<file path="config.mk">
export PLATFORM = sky130hd
export DESIGN_NAME = echo_pulse_range_meter_flat
export DESIGN_NICKNAME = d
export VERILOG_FILES = /design/src/rtl/core/epr_pkg.sv /design/src/rtl/core/epr_if.sv /design/src/rtl/core/epr_csr.sv /design/src/rtl/core/echo_pulse_range_meter.sv /design/src/flat_wrapper.sv
export SDC_FILE = /design/constraint.sdc
export NUM_CORES = 1
export LEC_CHECK = 0
export ABC_AREA = 1
export BUFFER_PORTS_ARGS = -buffer_cell sky130_fd_sc_hd__buf_2
export CORE_ASPECT_RATIO = 1.25
export CORE_UTILIZATION = 45
export CTS_BUF_LIST = sky130_fd_sc_hd__clkbuf_8
export DETAILED_ROUTE_END_ITERATION = 7
export PLACE_DENSITY = 0.58
export REMOVE_ABC_BUFFERS = 1
export SLEW_MARGIN = 20
export SYNTH_ARGS = -nofsm -noshare
export SYNTH_HDL_FRONTEND = slang
export SYNTH_SLANG_ARGS = --single-unit
</file>
<file path="constraint.sdc">
create_clock -name clock -period 8.73 [get_ports clock]
set_input_delay 1.746 -clock clock [delete_from_list [all_inputs] [get_ports clock]]
set_output_delay 1.746 -clock clock [all_outputs]
set_load 0.01 [all_outputs]
</file>
<file path="src/rtl/core/epr_pkg.sv">
package epr_pkg;

   // field widths
   localparam int OP_W    = 3;
   localparam int TIME_W  = 32;
   localparam int CAP_W   = 16;
   localparam int DIST_W  = 14;
   localparam int CFG_W   = 16;
   localparam int CSR_AW  = 4;
   localparam int CSR_DW  = 32;
   localparam int REG_IW  = 2;

   // measurement phases
   typedef enum logic [1:0] {
      PH_IDLE,
      PH_WAIT_RISE,
      PH_WAIT_FALL,
      PH_READY
   } phase_type;

   // operation codes
   localparam logic [OP_W-1:0] OP_START   = 3'd0;
   localparam logic [OP_W-1:0] OP_POLL    = 3'd1;
   localparam logic [OP_W-1:0] OP_CAPTURE = 3'd2;
   localparam logic [OP_W-1:0] OP_TAKE    = 3'd3;
   localparam logic [OP_W-1:0] OP_READ    = 3'd4;

   // register indexes
   localparam logic [REG_IW-1:0] REG_TIMEOUT   = 2'd0;
   localparam logic [REG_IW-1:0] REG_MIN_PULSE = 2'd1;
   localparam logic [REG_IW-1:0] REG_MAX_PULSE = 2'd2;

   // register reset values
   localparam logic [CFG_W-1:0] TIMEOUT_RST   = 16'd40;
   localparam logic [CFG_W-1:0] MIN_PULSE_RST = 16'd116;
   localparam logic [CFG_W-1:0] MAX_PULSE_RST = 16'd26240;

   // distance arithmetic: mm = (w*343 + 1000) / 2000
   // the divide is split into a shift by 4 and a reciprocal multiply for 125
   localparam int SCALE_W     = 25;
   localparam int QUOT_IN_W   = SCALE_W - 4;
   localparam int RECIP_W     = 22;
   localparam int RECIP_SHIFT = 28;
   localparam logic [SCALE_W-1:0] SOUND_MUL = 25'd343;
   localparam logic [SCALE_W-1:0] ROUND_ADD = 25'd1000;
   localparam logic [RECIP_W-1:0] RECIP_K   = 22'd2147484;

   // register file contents
   typedef struct packed {
      logic [CFG_W-1:0] timeout_ms;
      logic [CFG_W-1:0] min_pulse_us;
      logic [CFG_W-1:0] max_pulse_us;
   } cfg_type;

   // result beat
   typedef struct packed {
      logic              accepted;
      logic              busy_res;
      logic              distance_valid;
      logic [DIST_W-1:0] range_mm;
      logic              timed_out;
   } rsp_type;

endpackage

</file>
<file path="src/rtl/core/epr_if.sv">
interface epr_req_if import epr_pkg::*; ();
   logic              valid;
   logic              ready;
   logic [OP_W-1:0]   op;
   logic [TIME_W-1:0] time_ms;
   logic [CAP_W-1:0]  capture_value;

   modport source (output valid, output op, output time_ms, output capture_value,
                   input ready);
   modport sink (input valid, input op, input time_ms, input capture_value,
                 output ready);
endinterface

interface epr_rsp_if import epr_pkg::*; ();
   logic              valid;
   logic              ready;
   logic              accepted;
   logic              busy_res;
   logic              distance_valid;
   logic [DIST_W-1:0] range_mm;
   logic              timed_out;

   modport source (output valid, output accepted, output busy_res,
                   output distance_valid, output range_mm, output timed_out,
                   input ready);
   modport sink (input valid, input accepted, input busy_res,
                 input distance_valid, input range_mm, input timed_out,
                 output ready);
endinterface

</file>
<file path="src/rtl/core/epr_csr.sv">
module epr_csr import epr_pkg::*; (
   input  logic              clock,
   input  logic              reset,
   input  logic              psel,
   input  logic              penable,
   input  logic              pwrite,
   input  logic [CSR_AW-1:0] paddr,
   input  logic [CSR_DW-1:0] pwdata,
   output logic [CSR_DW-1:0] prdata,
   output logic              pready,
   output cfg_type           cfg
);

   cfg_type           cfg_ff;
   logic              wr_en;
   logic [REG_IW-1:0] reg_idx;

   // zero wait states
   assign pready  = 1'b1;
   assign wr_en   = psel && penable && pwrite;
   assign reg_idx = paddr[CSR_AW-1:2];

   // register writes, upper data bits dropped
   always_ff @(posedge clock) begin
      if (reset) begin
         cfg_ff.timeout_ms   <= TIMEOUT_RST;
         cfg_ff.min_pulse_us <= MIN_PULSE_RST;
         cfg_ff.max_pulse_us <= MAX_PULSE_RST;
      end else if (wr_en) begin
         case (reg_idx)
            REG_TIMEOUT:   cfg_ff.timeout_ms   <= pwdata[CFG_W-1:0];
            REG_MIN_PULSE: cfg_ff.min_pulse_us <= pwdata[CFG_W-1:0];
            REG_MAX_PULSE: cfg_ff.max_pulse_us <= pwdata[CFG_W-1:0];
            default: ;
         endcase
      end
   end

   // read mux
   always_comb begin
      prdata = '0;
      case (reg_idx)
         REG_TIMEOUT:   prdata = {{(CSR_DW-CFG_W){1'b0}}, cfg_ff.timeout_ms};
         REG_MIN_PULSE: prdata = {{(CSR_DW-CFG_W){1'b0}}, cfg_ff.min_pulse_us};
         REG_MAX_PULSE: prdata = {{(CSR_DW-CFG_W){1'b0}}, cfg_ff.max_pulse_us};
         default:       prdata = '0;
      endcase
   end

   assign cfg = cfg_ff;

endmodule

</file>
<file path="src/rtl/core/echo_pulse_range_meter.sv">
// Ultrasonic echo ranging sequencer.
// req_chan carries one command beat (start, poll, edge capture, take, read flag)
// with the current millisecond time and the latched microsecond capture value.
// rsp_chan returns exactly one result beat per command, in command order.
// csr_* is an APB-style port holding timeout_ms (0x0), min_pulse_us (0x4) and
// max_pulse_us (0x8); write only while no command is in flight.
// A command accepted on req_chan is held in the input register; it is processed
// once the result register is free or being taken, and its result is registered
// and presented on rsp_chan until the result beat is taken.
// Throughput: one command per cycle while results are taken. The phase machine
// and the capture path are updated in the same cycle the command is processed,
// so a following command sees the new state with no gap; the distance divide is
// one reciprocal multiply on 343*width + 1000, stored at the falling-edge capture.
// A stalled rsp_chan holds the result register; one more command waits in the
// input register, after which req_chan.ready drops until the result is taken.
// Reset returns the phase to idle, clears the timeout flag and restores the
// registers to 40 ms, 116 us and 26240 us.
module echo_pulse_range_meter import epr_pkg::*; (
   input  logic              clock,
   input  logic              reset,
   epr_req_if.sink           req_chan,
   epr_rsp_if.source         rsp_chan,
   input  logic              csr_psel,
   input  logic              csr_penable,
   input  logic              csr_pwrite,
   input  logic [CSR_AW-1:0] csr_paddr,
   input  logic [CSR_DW-1:0] csr_pwdata,
   output logic [CSR_DW-1:0] csr_prdata,
   output logic              csr_pready
);

   cfg_type cfg;

   // input stage
   logic              stg_valid_ff;
   logic [OP_W-1:0]   stg_op_ff;
   logic [TIME_W-1:0] stg_time_ff;
   logic [CAP_W-1:0]  stg_cap_ff;

   // measurement state
   phase_type          phase_ff, phase_in;
   logic [CAP_W-1:0]   rise_time_ff, rise_time_in;
   logic [CAP_W-1:0]   pulse_width_ff, pulse_width_in;
   logic [SCALE_W-1:0] scaled_ff, scaled_in;
   logic [TIME_W-1:0]  start_time_ff, start_time_in;
   logic               timeout_flag_ff, timeout_flag_in;

   // result stage
   logic    out_valid_ff;
   rsp_type rsp_ff, rsp_in;

   logic advance;
   logic fire;
   logic [TIME_W-1:0]               elapsed;
   logic                            expired;
   logic [CAP_W-1:0]                width_new;
   logic                            in_range;
   logic [QUOT_IN_W+RECIP_W-1:0]    quot_prod;
   logic [DIST_W-1:0]               range_calc;

   epr_csr u_csr (
      .clock   (clock),
      .reset   (reset),
      .psel    (csr_psel),
      .penable (csr_penable),
      .pwrite  (csr_pwrite),
      .paddr   (csr_paddr),
      .pwdata  (csr_pwdata),
      .prdata  (csr_prdata),
      .pready  (csr_pready),
      .cfg     (cfg)
   );

   // handshake: result register free or being taken
   assign advance        = !out_valid_ff || rsp_chan.ready;
   assign fire           = stg_valid_ff && advance;
   assign req_chan.ready = !stg_valid_ff || advance;

   // input register
   always_ff @(posedge clock) begin
      if (reset) begin
         stg_valid_ff <= 1'b0;
      end else if (req_chan.ready) begin
         stg_valid_ff <= req_chan.valid;
      end
   end

   always_ff @(posedge clock) begin
      if (req_chan.valid && req_chan.ready) begin
         stg_op_ff   <= req_chan.op;
         stg_time_ff <= req_chan.time_ms;
         stg_cap_ff  <= req_chan.capture_value;
      end
   end

   // timeout check, modulo 2^32 elapsed time
   assign elapsed = stg_time_ff - start_time_ff;
   assign expired = elapsed >= {{(TIME_W-CFG_W){1'b0}}, cfg.timeout_ms};

   // pulse width at the falling edge
   assign width_new = stg_cap_ff - rise_time_ff;

   // range check and distance from the stored product
   assign in_range   = (pulse_width_ff >= cfg.min_pulse_us) &&
                       (pulse_width_ff <= cfg.max_pulse_us);
   assign quot_prod  = scaled_ff[SCALE_W-1:4] * RECIP_K;
   assign range_calc = quot_prod[RECIP_SHIFT +: DIST_W];

   // next state and result
   always_comb begin
      phase_in        = phase_ff;
      rise_time_in    = rise_time_ff;
      pulse_width_in  = pulse_width_ff;
      scaled_in       = scaled_ff;
      start_time_in   = start_time_ff;
      timeout_flag_in = timeout_flag_ff;
      rsp_in          = '0;
      case (stg_op_ff)
         OP_START: begin
            if (phase_ff == PH_IDLE) begin
               timeout_flag_in = 1'b0;
               pulse_width_in  = '0;
               scaled_in       = ROUND_ADD;
               start_time_in   = stg_time_ff;
               phase_in        = PH_WAIT_RISE;
               rsp_in.accepted = 1'b1;
            end
         end
         OP_POLL: begin
            if ((phase_ff == PH_WAIT_RISE || phase_ff == PH_WAIT_FALL) && expired) begin
               phase_in        = PH_IDLE;
               timeout_flag_in = 1'b1;
            end
         end
         OP_CAPTURE: begin
            if (phase_ff == PH_WAIT_RISE) begin
               rise_time_in = stg_cap_ff;
               phase_in     = PH_WAIT_FALL;
            end else if (phase_ff == PH_WAIT_FALL) begin
               pulse_width_in = width_new;
               scaled_in      = SCALE_W'({{(SCALE_W-CAP_W){1'b0}}, width_new} * SOUND_MUL)
                                + ROUND_ADD;
               phase_in       = PH_READY;
            end
         end
         OP_TAKE: begin
            if (phase_ff == PH_READY) begin
               phase_in = PH_IDLE;
               if (in_range) begin
                  rsp_in.distance_valid = 1'b1;
                  rsp_in.range_mm       = range_calc;
               end else begin
                  timeout_flag_in = 1'b1;
               end
            end
         end
         OP_READ: begin
            rsp_in.timed_out = timeout_flag_ff;
            timeout_flag_in  = 1'b0;
         end
         default: ;
      endcase
      rsp_in.busy_res = (phase_in == PH_WAIT_RISE) || (phase_in == PH_WAIT_FALL);
   end

   // state registers
   always_ff @(posedge clock) begin
      if (reset) begin
         phase_ff        <= PH_IDLE;
         timeout_flag_ff <= 1'b0;
         rise_time_ff    <= '0;
         pulse_width_ff  <= '0;
         scaled_ff       <= ROUND_ADD;
         start_time_ff   <= '0;
      end else if (fire) begin
         phase_ff        <= phase_in;
         timeout_flag_ff <= timeout_flag_in;
         rise_time_ff    <= rise_time_in;
         pulse_width_ff  <= pulse_width_in;
         scaled_ff       <= scaled_in;
         start_time_ff   <= start_time_in;
      end
   end

   // result register
   always_ff @(posedge clock) begin
      if (reset) begin
         out_valid_ff <= 1'b0;
      end else if (advance) begin
         out_valid_ff <= stg_valid_ff;
      end
   end

   always_ff @(posedge clock) begin
      if (fire) begin
         rsp_ff <= rsp_in;
      end
   end

   // result beat
   assign rsp_chan.valid          = out_valid_ff;
   assign rsp_chan.accepted       = rsp_ff.accepted;
   assign rsp_chan.busy_res       = rsp_ff.busy_res;
   assign rsp_chan.distance_valid = rsp_ff.distance_valid;
   assign rsp_chan.range_mm       = rsp_ff.range_mm;
   assign rsp_chan.timed_out      = rsp_ff.timed_out;

   // a waiting command is never dropped while the result side stalls
   assert property (@(posedge clock) disable iff (reset)
      stg_valid_ff && !advance |=> stg_valid_ff && $stable(stg_op_ff))
      else $error("input stage lost a command under stall");

   // a started measurement reports busy in its own result
   assert property (@(posedge clock) disable iff (reset)
      fire && rsp_in.accepted |=> out_valid_ff && rsp_ff.busy_res &&
                                  (phase_ff == PH_WAIT_RISE))
      else $error("start accepted without entering wait-rise");

   // a take in ready always returns to idle and either reports or flags
   assert property (@(posedge clock) disable iff (reset)
      fire && stg_op_ff == OP_TAKE && phase_ff == PH_READY |=>
         phase_ff == PH_IDLE && (rsp_ff.distance_valid || timeout_flag_ff))
      else $error("take from ready did not complete");

   // distance only ever comes from a take
   assert property (@(posedge clock) disable iff (reset)
      fire && stg_op_ff != OP_TAKE |=> !rsp_ff.distance_valid && rsp_ff.range_mm == '0)
      else $error("distance reported outside a take");

   // an expired poll of a waiting measurement abandons it
   assert property (@(posedge clock) disable iff (reset)
      fire && stg_op_ff == OP_POLL && expired &&
      (phase_ff == PH_WAIT_RISE || phase_ff == PH_WAIT_FALL) |=>
         phase_ff == PH_IDLE && timeout_flag_ff && !rsp_ff.busy_res)
      else $error("expired poll did not time out the measurement");

endmodule

</file>
<file path="src/flat_wrapper.sv">
// flat-port wrapper written by rule: the top's interface ports become plain ports
module echo_pulse_range_meter_flat import epr_pkg::*;
  (clock, reset, csr_psel, csr_penable, csr_pwrite, csr_paddr, csr_pwdata, csr_prdata, csr_pready, req_chan_valid, req_chan_op, req_chan_time_ms, req_chan_capture_value, req_chan_ready, rsp_chan_valid, rsp_chan_accepted, rsp_chan_busy_res, rsp_chan_distance_valid, rsp_chan_range_mm, rsp_chan_timed_out, rsp_chan_ready);
  epr_req_if req_chan_i ();
  epr_rsp_if rsp_chan_i ();
  input  logic clock;
  input  logic reset;
  input  logic csr_psel;
  input  logic csr_penable;
  input  logic csr_pwrite;
  input  logic [CSR_AW-1:0] csr_paddr;
  input  logic [CSR_DW-1:0] csr_pwdata;
  output logic [CSR_DW-1:0] csr_prdata;
  output logic csr_pready;
  input wire logic [$bits(req_chan_i.valid)-1:0] req_chan_valid;
  input wire logic [$bits(req_chan_i.op)-1:0] req_chan_op;
  input wire logic [$bits(req_chan_i.time_ms)-1:0] req_chan_time_ms;
  input wire logic [$bits(req_chan_i.capture_value)-1:0] req_chan_capture_value;
  output wire logic [$bits(req_chan_i.ready)-1:0] req_chan_ready;
  output wire logic [$bits(rsp_chan_i.valid)-1:0] rsp_chan_valid;
  output wire logic [$bits(rsp_chan_i.accepted)-1:0] rsp_chan_accepted;
  output wire logic [$bits(rsp_chan_i.busy_res)-1:0] rsp_chan_busy_res;
  output wire logic [$bits(rsp_chan_i.distance_valid)-1:0] rsp_chan_distance_valid;
  output wire logic [$bits(rsp_chan_i.range_mm)-1:0] rsp_chan_range_mm;
  output wire logic [$bits(rsp_chan_i.timed_out)-1:0] rsp_chan_timed_out;
  input wire logic [$bits(rsp_chan_i.ready)-1:0] rsp_chan_ready;
  assign req_chan_i.valid = req_chan_valid;
  assign req_chan_i.op = req_chan_op;
  assign req_chan_i.time_ms = req_chan_time_ms;
  assign req_chan_i.capture_value = req_chan_capture_value;
  assign req_chan_ready = req_chan_i.ready;
  assign rsp_chan_valid = rsp_chan_i.valid;
  assign rsp_chan_accepted = rsp_chan_i.accepted;
  assign rsp_chan_busy_res = rsp_chan_i.busy_res;
  assign rsp_chan_distance_valid = rsp_chan_i.distance_valid;
  assign rsp_chan_range_mm = rsp_chan_i.range_mm;
  assign rsp_chan_timed_out = rsp_chan_i.timed_out;
  assign rsp_chan_i.ready = rsp_chan_ready;
  echo_pulse_range_meter u_core (.clock(clock), .reset(reset), .req_chan(req_chan_i), .rsp_chan(rsp_chan_i), .csr_psel(csr_psel), .csr_penable(csr_penable), .csr_pwrite(csr_pwrite), .csr_paddr(csr_paddr), .csr_pwdata(csr_pwdata), .csr_prdata(csr_prdata), .csr_pready(csr_pready));
endmodule
</file>
Word-level counts from Yosys, hierarchy flattened
Index checks and enable logic that the tools add are counted.
{ "word_totals": {"regBits": 211, "in_bits": 94, "elab_cells": 92} }
{ "classes": {"eq_ne": 17, "addsub": 3, "mux": 22, "reduce_logical": 26, "n_mul": 2, "magnitude_cmp": 3} }
{ "ops": {"columns": ["cell", "n"], "rows": [
  ["25-bit two-way mux", 3],
  ["25-bit one-hot mux with 2 select lines", 1],
  ["16-bit two-way mux", 3],
  ["16-bit one-hot mux with 3 select lines", 1],
  ["21-bit by 20-bit multiplier with 40-bit output, second input constant", 1],
  ["32-bit by 16-bit >= comparator with 1-bit output", 1],
  ["16-bit one-hot mux with 2 select lines", 1],
  ["32-bit subtractor", 1],
  ["25-bit by 10-bit adder with 25-bit output, second input constant", 1],
  ["16-bit by 9-bit multiplier with 25-bit output, second input constant", 1],
  ["16-bit >= comparator", 1],
  ["16-bit less-or-equal comparator", 1],
  ["16-bit subtractor", 1],
  ["15-bit two-way mux", 1],
  ["2-bit two-way mux", 5],
  ["3-bit AND reduction", 3],
  ["2-bit == test, second input constant", 4],
  ["2-bit by 1-bit inequality test with 1-bit output, second input constant", 4],
  ["2-bit one-hot mux with 4 select lines", 1],
  ["2-bit AND reduction", 4],
  ["2-bit by 1-bit == test with 1-bit output, second input constant", 3],
  ["3-bit by 2-bit == test with 1-bit output, second input constant", 2],
  ["1-bit logical AND", 6],
  ["6-bit AND reduction", 1],
  ["12 further kinds", 22]
]} }

Longest topological paths before layout
Gate-level depths: netlist (run 1).
{ "logic_depth": {"ltp_word": 7, "mapped_depth": 37, "depth_no_buf": 37} }

Cells and area by module
A second synthesis (run 1) with hierarchy kept.
{ "unflattened": {"hier_cells": 2814, "hier_area_um2": 21705.8} }
{ "modules_own_cells": {"columns": ["mod", "cells_per_inst", "instances", "area_each_um2"], "rows": [
  ["echo_pulse_range_meter", 2447, 1, 19303.5],
  ["epr_csr", 367, 1, 2402.3]
]} }

Least setup slack after synthesis (run 1)
OpenSTA, ideal clock, no wires.
{ "synth_timing": {"path_kind": "register to register", "startpoint": "reg u_core.stg_cap_ff[0]", "endpoint": "reg u_core.scaled_ff[19]", "setup_slack_ns": 2.579, "arrival_ns": 6.019, "required_ns": 8.598, "n_path_buf": 0, "stages_incl_launch_ff": 35, "setup_ns": 0.132, "period_less_slack_ns": 6.151, "path_cell_list": "edfxtp_1 -> inv_1 -> ha_1 -> inv_1 -> fa_1 -> nand3_1 -> nand2_1 -> nand2_1 -> nand2_1 -> a21oi_2 -> inv_1 -> or2_2 -> nand2_1 -> inv_1 -> ha_1 -> inv_1 -> fa_1 -> inv_1 -> fa_1 -> fa_1 -> inv_1 -> fa_1 -> inv_1 -> ha_1 -> inv_1 -> o21ai_0 -> o21ai_0 -> o211ai_1 -> a31oi_1 -> o21ai_0 -> a21boi_0 -> o21ai_0 -> nand2_1 -> nand3_1 -> a21oi_1"} }
{ "synth_via": {"elab_chain_len": 6} }
{ "synth_rtl": {"columns": ["element", "line", "source"], "rows": [
  ["start: declaration", "echo_pulse_range_meter.sv:38", "logic [CAP_W-1:0] stg_cap_ff;"],
  ["start signal: assignment", "echo_pulse_range_meter.sv:92", "stg_cap_ff <= req_chan.capture_value;"],
  ["16-bit subtractor", "echo_pulse_range_meter.sv:101", "assign width_new = stg_cap_ff - rise_time_ff;"],
  ["16-bit by 9-bit multiplier with 25-bit output", "echo_pulse_range_meter.sv:141", "scaled_in = SCALE_W'({{(SCALE_W-CAP_W){1'b0}}, width_new} * SOUND_MUL)"],
  ["25-bit by 10-bit adder with 25-bit output", "echo_pulse_range_meter.sv:142", "+ ROUND_ADD;"],
  ["25-bit two-way mux", "echo_pulse_range_meter.sv:139", "end else if (phase_ff == PH_WAIT_FALL) begin"],
  ["25-bit two-way mux", "echo_pulse_range_meter.sv:136", "if (phase_ff == PH_WAIT_RISE) begin"],
  ["25-bit one-hot mux with 2 select lines", "echo_pulse_range_meter.sv:118", "case (stg_op_ff)"],
  ["end signal: assignment", "echo_pulse_range_meter.sv:180", "scaled_ff <= scaled_in;"],
  ["end: declaration", "echo_pulse_range_meter.sv:44", "logic [SCALE_W-1:0] scaled_ff, scaled_in;"]
]} }
No other way between the ends. The select of a mux whose other input is x is not followed.
A chain may end at the register's enable or synchronous reset.

Final worst setup path (run 1)
{ "layout_timing": {"startpoint": "reg u_core.stg_cap_ff[0]", "endpoint": "reg u_core.scaled_ff[17]"} }
The elaborated chain is that of the path after synthesis.

==> flow_summary.ini, run 1 <==
[floorplan]
die_area_um2 = 47900
rows = 88
fp.dieH_um = 244
die_w_um = 196
core_um2 = 46200
initial_core_util_pct = 45.7
io_pins = 147

[placed_design]
dpl.hpwl_um = 44500
place_inst = 3323
port_buffers = 111
gp_congestion = 0.927

[worst_setup_path]
cp_common_cell = inv_1
cp.required_ps = 9220
cp.arrival_ps = 7340
slowest_stage = fa_1
slowest_delay_ps = 540
crit_fanout = 5
r2r_cells = 34
crit_type = flop to flop
startpoint_type = flop
cp-end-kind = flop

[drt]
drc = 0
ant_nets = 0
viasPerCell = 5.06
via_count = 17161
finalWirelength_um = 53800
drt_iter0_markers = 834
drt-wirelength-per-cell_um = 15.9
firstDrtPassIters = 5

[synthesis]
synth_edf_count = 69
ys_warn_count = 0
ys_seq_area_share_pct = 22.9
async_flop_share_pct = 0
syn_inst = 2663
ys.flop_type = dfxtp_1
avgSynthCellArea_um2 = 7.94
netlist_area_um2 = 21100
ys_ff_latch = 207
yosysUniqueCellTypes = 58

[sta]
min_period_ps = 6850
relSlewSlack_pct = 32.0
final_hold_viol_count = 0
max_freq_mhz = 146
fin_setup_tns_ps = 0
setup_viol = 0
drv_slew = 0
fin_skew_ps = 44.5
tightest_slew_ps = 1020
fin_crit_sh_pct = 78.4
rsz0062_at_grt = no

[power]
pwr_density_cell_nw_per_um2 = 220
cell_internal_pwr_mw = 2.71
netSwitchingPower_mw = 2.36
p_sw_share_pct = 46.5
total_power_mw = 5.07
combPwrFrac_pct = 60.2
clockPowerShare_pct = 19.2
leakage_nw = 12.0
ir_worst_vdd_uv = 257
p_seq_share_pct = 20.6

[cts]
cts_resized = 0
cts_hold_buf = 0
htreeDepth = 2
cts_tree = done
cts_buffer_depth = 3
clock_latency_ps = 600
clkTransAtPathRegs_ps = 60
cts_setup_buffers = 0
cts_buffers = 37
root_buffer = clkbuf_8
clock_sinks = 207

[final_layout]
stdcell_count = 3389
drive_gt1_share_pct = 8.03
final_core_util_pct = 49.8
area_growth_pct = 8.99
nets = 3380

[worst_hold_path]
hold_class = flop to flop
holdPathStages = 2

[global_route]
grt-ovfl-total = 0
grt_max_degree = 103
antenna_found_initial = 3
grt_pass1_wl_um = 86600
grt.total_usage_pct = 22.9
grt_pass1_vias = 17116

[outcome]
status = completed

[job]
max_cap_violations = 0
==> cell type report <==
| type | instances | area (um^2) |
|---|---|---|
| antenna | 2 | 5.00 |
| clock buffer | 40 | 551 |
| clock inverter | 24 | 225 |
| fill | 4602 | 23200 |
| inverter | 596 | 2240 |
| multi-input combinational | 1816 | 13800 |
| sequential | 207 | 4830 |
| tap | 585 | 732 |
| timing repair buffer | 119 | 616 |
==> state kept, by name, summed over array words and instances, names as in the netlist <==
name and cells:
u_core.rsp_chan.accepted 1, u_core.u_csr.cfg 48, u_core.rise_time_ff 16, u_core.start_time_ff 32, u_core.timeout_flag_ff 1, u_core.rsp_chan.distance_valid 1
u_core.rsp_chan.valid 1, u_core.stg_time_ff 32, u_core.stg_op_ff 3, u_core.stg_valid_ff 1, u_core.rsp_chan.busy_res 1, u_core.pulse_width_ff 15
u_core.rsp_chan.timed_out 1, u_core.phase_ff 2, u_core.stg_cap_ff 16, u_core.rsp_chan.range_mm 14, u_core.scaled_ff 22
==> critical path, delay by kind of cell (launching register included) <==
family	cells	cell delay, ps
AO/OA/AOI/OAI	10	1700
AND/OR/NAND/NOR	6	810
buffers and inverters	10	710
adder cells (fa/ha/maj)	8	3180
flip-flops	1	350
==> synth_stat cells (38+ instances only) <==
cell | count | share of area (%)
a21oi_1 | 241 | 5.7
clkbuf_1 | 38 | 0.67
dfxtp_1 | 138 | 13
edfxtp_1 | 69 | 9.8
fa_1 | 139 | 13
ha_1 | 370 | 22
inv_1 | 586 | 10
nand2_1 | 481 | 8.5
nand3_1 | 67 | 1.6
nor2_1 | 128 | 2.3
o21ai_0 | 147 | 3.5
xor2_1 | 40 | 1.7
==> final timing paths <==
path	endpoint	slack (ps)	from
hold / removal	u_core.start_time_ff[13]	460	u_core.start_time_ff[13]
setup / recovery	u_core.scaled_ff[17]	1880	u_core.stg_cap_ff[0]
hold reg to reg	u_core.start_time_ff[13]	460	u_core.start_time_ff[13]
setup reg to reg	u_core.scaled_ff[17]	1880	u_core.stg_cap_ff[0]
==> metal layers <==
| metal | GRT usage (%) | wire length [um] | vias up |
|---|---|---|---|
| li1 | - | - | 8757 |
| met1 | 28.0 | 23400 | 8029 |
| met2 | 41.6 | 27000 | 292 |
| met3 | 2.77 | 1730 | 81 |
| met4 | 7.61 | 1640 | 2 |
| met5 | 0 | 8 | - |
==> layout by cell type (no fill, tap or decap), types with 69 or more instances in the layout <==
cell type,netlist,layout
fa_1,139,139
ha_1,370,370
edfxtp_1,69,69
dfxtp_1,138,138
nand2_1,481,480
buf_2,2,111
inv_1,586,597
nor2_1,128,127
o21ai_0,147,147
a21oi_1,241,241
==> stage by stage <==
step / hold WS (ps) / instance area, um^2 / setup slack, ps
global placement: 447 / 22300 / 1910
finish: 459 / 23000 / 1880
CTS: 461 / 23000 / 1830
detailed placement: 453 / 22300 / 1900
global route: 473 / 23000 / 1310
floorplan: 435 / 20900 / 2570
==> power by group through the flow <==
stage / combinational [mW] / clock (mW) / sequential [mW]
3_5_place_dp: 3.02 / 0 / 1.07
5_1_grt: 3.54 / 1.05 / 1.05
4_1_cts: 3.06 / 1.01 / 1.05
6_report: 3.05 / 0.972 / 1.05
3_3_place_gp: 3.00 / 0 / 1.07
2_1_floorplan: 2.32 / 0 / 1.06
==> logic make-up after synthesis <==
logic type	count (synthesis)	share of synthesized area, %
XOR/XNOR	49	2.28
AO/OA/AOI/OAI	496	13.3
AND/OR/NAND/NOR	745	14.5
other	2	0.0355
flip-flops	207	22.9
buffers and inverters	655	12.0
adder cells (fa/ha/maj)	509	35.1
No activity file was read; power rests on OpenSTA's default activity.
==> run 2: changes to the inputs <==
clock period = 6.9 ns   (was 8.73 ns; I/O delays follow)
==> run 2 against run 1 <==
Net effect: core utilization up 0.23 points; fmax up 7.3%; non-clock buffer count up 16; register-to-register slack worse by 1400 ps; sequential share of layout area down 0.097 points; combinational power up 27%; clock power up 21%; count of clock-buffer cells in the layout up 3; sequential power up 26%; largest cell class unchanged; largest power group unchanged.
==> flow_summary.ini, run 2 (same netlist as run 1, synthesis figures left out) <==
[worst_setup_path]
reg2reg_to = u_core.scaled_ff[20]
cp-endpoint = u_core.scaled_ff[20]
startpoint_type = flop
reg2reg_slack_ps = 520
crit_fanout = 5
cp.arrival_ps = 6800
slowest_stage = fa_1
crit_start = u_core.stg_cap_ff[0]
crit_type = flop to flop
cp.required_ps = 7320
r2r_cells = 34
reg2reg_from = u_core.stg_cap_ff[0]
slowest_delay_ps = 540
cp-end-kind = flop
cp_common_cell = inv_1

[sta]
final_hold_viol_count = 0
setup_viol = 0
rsz0062_at_grt = no
relSlewSlack_pct = 43.0
fin_skew_ps = 46.8
fin_crit_sh_pct = 92.5
fin_hold_ws_ps = 457
tightest_slew_ps = 854
fin_ws_ps = 520
min_period_ps = 6380
drv_slew = 0
fin_setup_tns_ps = 0
max_freq_mhz = 157

[drt]
viasPerCell = 5.04
drt-wirelength-per-cell_um = 15.9
via_count = 17187
ant_nets = 0
firstDrtPassIters = 6
drc = 0
finalWirelength_um = 54100
drt_iter0_markers = 737

[global_route]
grt.total_usage_pct = 23.0
grt_pass1_vias = 17215
grt_pass1_wl_um = 86300
grt-ovfl-total = 0
antenna_found_initial = 1
grt_max_degree = 63

[floorplan]
fp.dieH_um = 244
die_area_um2 = 47900
rows = 88
initial_core_util_pct = 45.7
die_w_um = 196
io_pins = 147
core_um2 = 46200

[placed_design]
port_buffers = 111
gp_congestion = 0.931
detailedPlace.worstSlack_ps = 323
place_area_um2 = 22400
dpl.hpwl_um = 45300

[cts]
cts_tree = done
cts_setup_buffers = 0
clock_latency_ps = 590
htreeDepth = 2
root_buffer = clkbuf_8
cts_hold_buf = 0
cts_buffer_depth = 3
clock_sinks = 207
cts_buffers = 38
clkTransAtPathRegs_ps = 60

[final_layout]
area_growth_pct = 9.50
fillers = 4615
final_common_cell = inv_1
fin_area_um2 = 23200
largest_reg_flops = 48
drive_gt1_share_pct = 8.90
nets = 3397
final_cell_mix = inv_1, nand2_1, ha_1

[outcome]
status = completed

[power]
ir_worst_vdd_uv = 249
pwr_density_cell_nw_per_um2 = 275
leakage_nw = 12.1
total_power_mw = 6.37

[job]
max_cap_violations = 0

[worst_hold_path]
hold_class = flop to flop
## run 2: final cells by class
class / instances / area, um^2 / share of cell area, %
sequential: 207 / 4830 / 20.9
multi-input combinational: 1816 / 13900 / 59.8
antenna: 2 / 5.00 / 0.0216
clock buffer: 43 / 592 / 2.56
clock inverter: 24 / 161 / 0.697
timing repair buffer: 135 / 736 / 3.18
tap: 585 / 732 / 3.16
inverter: 596 / 2240 / 9.67
## run 2: worst min path at each step
stage	startpoint	to	slack (ps)	depth (start not counted)
floorplan	u_core.scaled_ff[0]	u_core.scaled_ff[0]	430	2
global placement	u_core.start_time_ff[21]	u_core.start_time_ff[21]	450	2
detailed placement	u_core.start_time_ff[3]	u_core.start_time_ff[3]	450	2
CTS	u_core.rise_time_ff[14]	u_core.rise_time_ff[14]	460	2
global route	u_core.scaled_ff[0]	u_core.scaled_ff[0]	480	2
finish	u_core.rise_time_ff[9]	u_core.rise_time_ff[9]	460	2
## run 2: metrics by stage
stage,std cells,utilization (%)
2_1_floorplan,2619,-
3_3_place_gp,3339,48.4
3_5_place_dp,3339,48.4
4_1_cts,3406,50.0
5_1_grt,3407,50.1
6_report,3408,50.1
## run 2: repair_timing
action	4_1_cts	5_1_grt
hold endpoints to repair	0	0
resized for setup	0	6
endpoints found under the setup margin	0	3
## run 2: per-layer routing
layer  up-vias  wire [um]  GRT usage, %
met1      7954      23400          27.5
met2       307      26800          41.6
met3       104       1600          2.50
li1       8822          -             -
met4         0       2190          9.31
met5         -          0             0
## run 2: where the power goes
part | internal (mW) | switching, mW | total (mW)
registers | 1.30 | 0.0219 | 1.32
clock network | 0.647 | 0.531 | 1.18
logic | 1.47 | 2.40 | 3.87
## run 2: worst max-delay path: cells and delay by family, from the launching register on
family,cells,cell delay [ps]
adder cells (fa/ha/maj),8,3160
AND/OR/NAND/NOR,9,980
AO/OA/AOI/OAI,9,1230
buffers and inverters,8,480
flip-flops,1,350
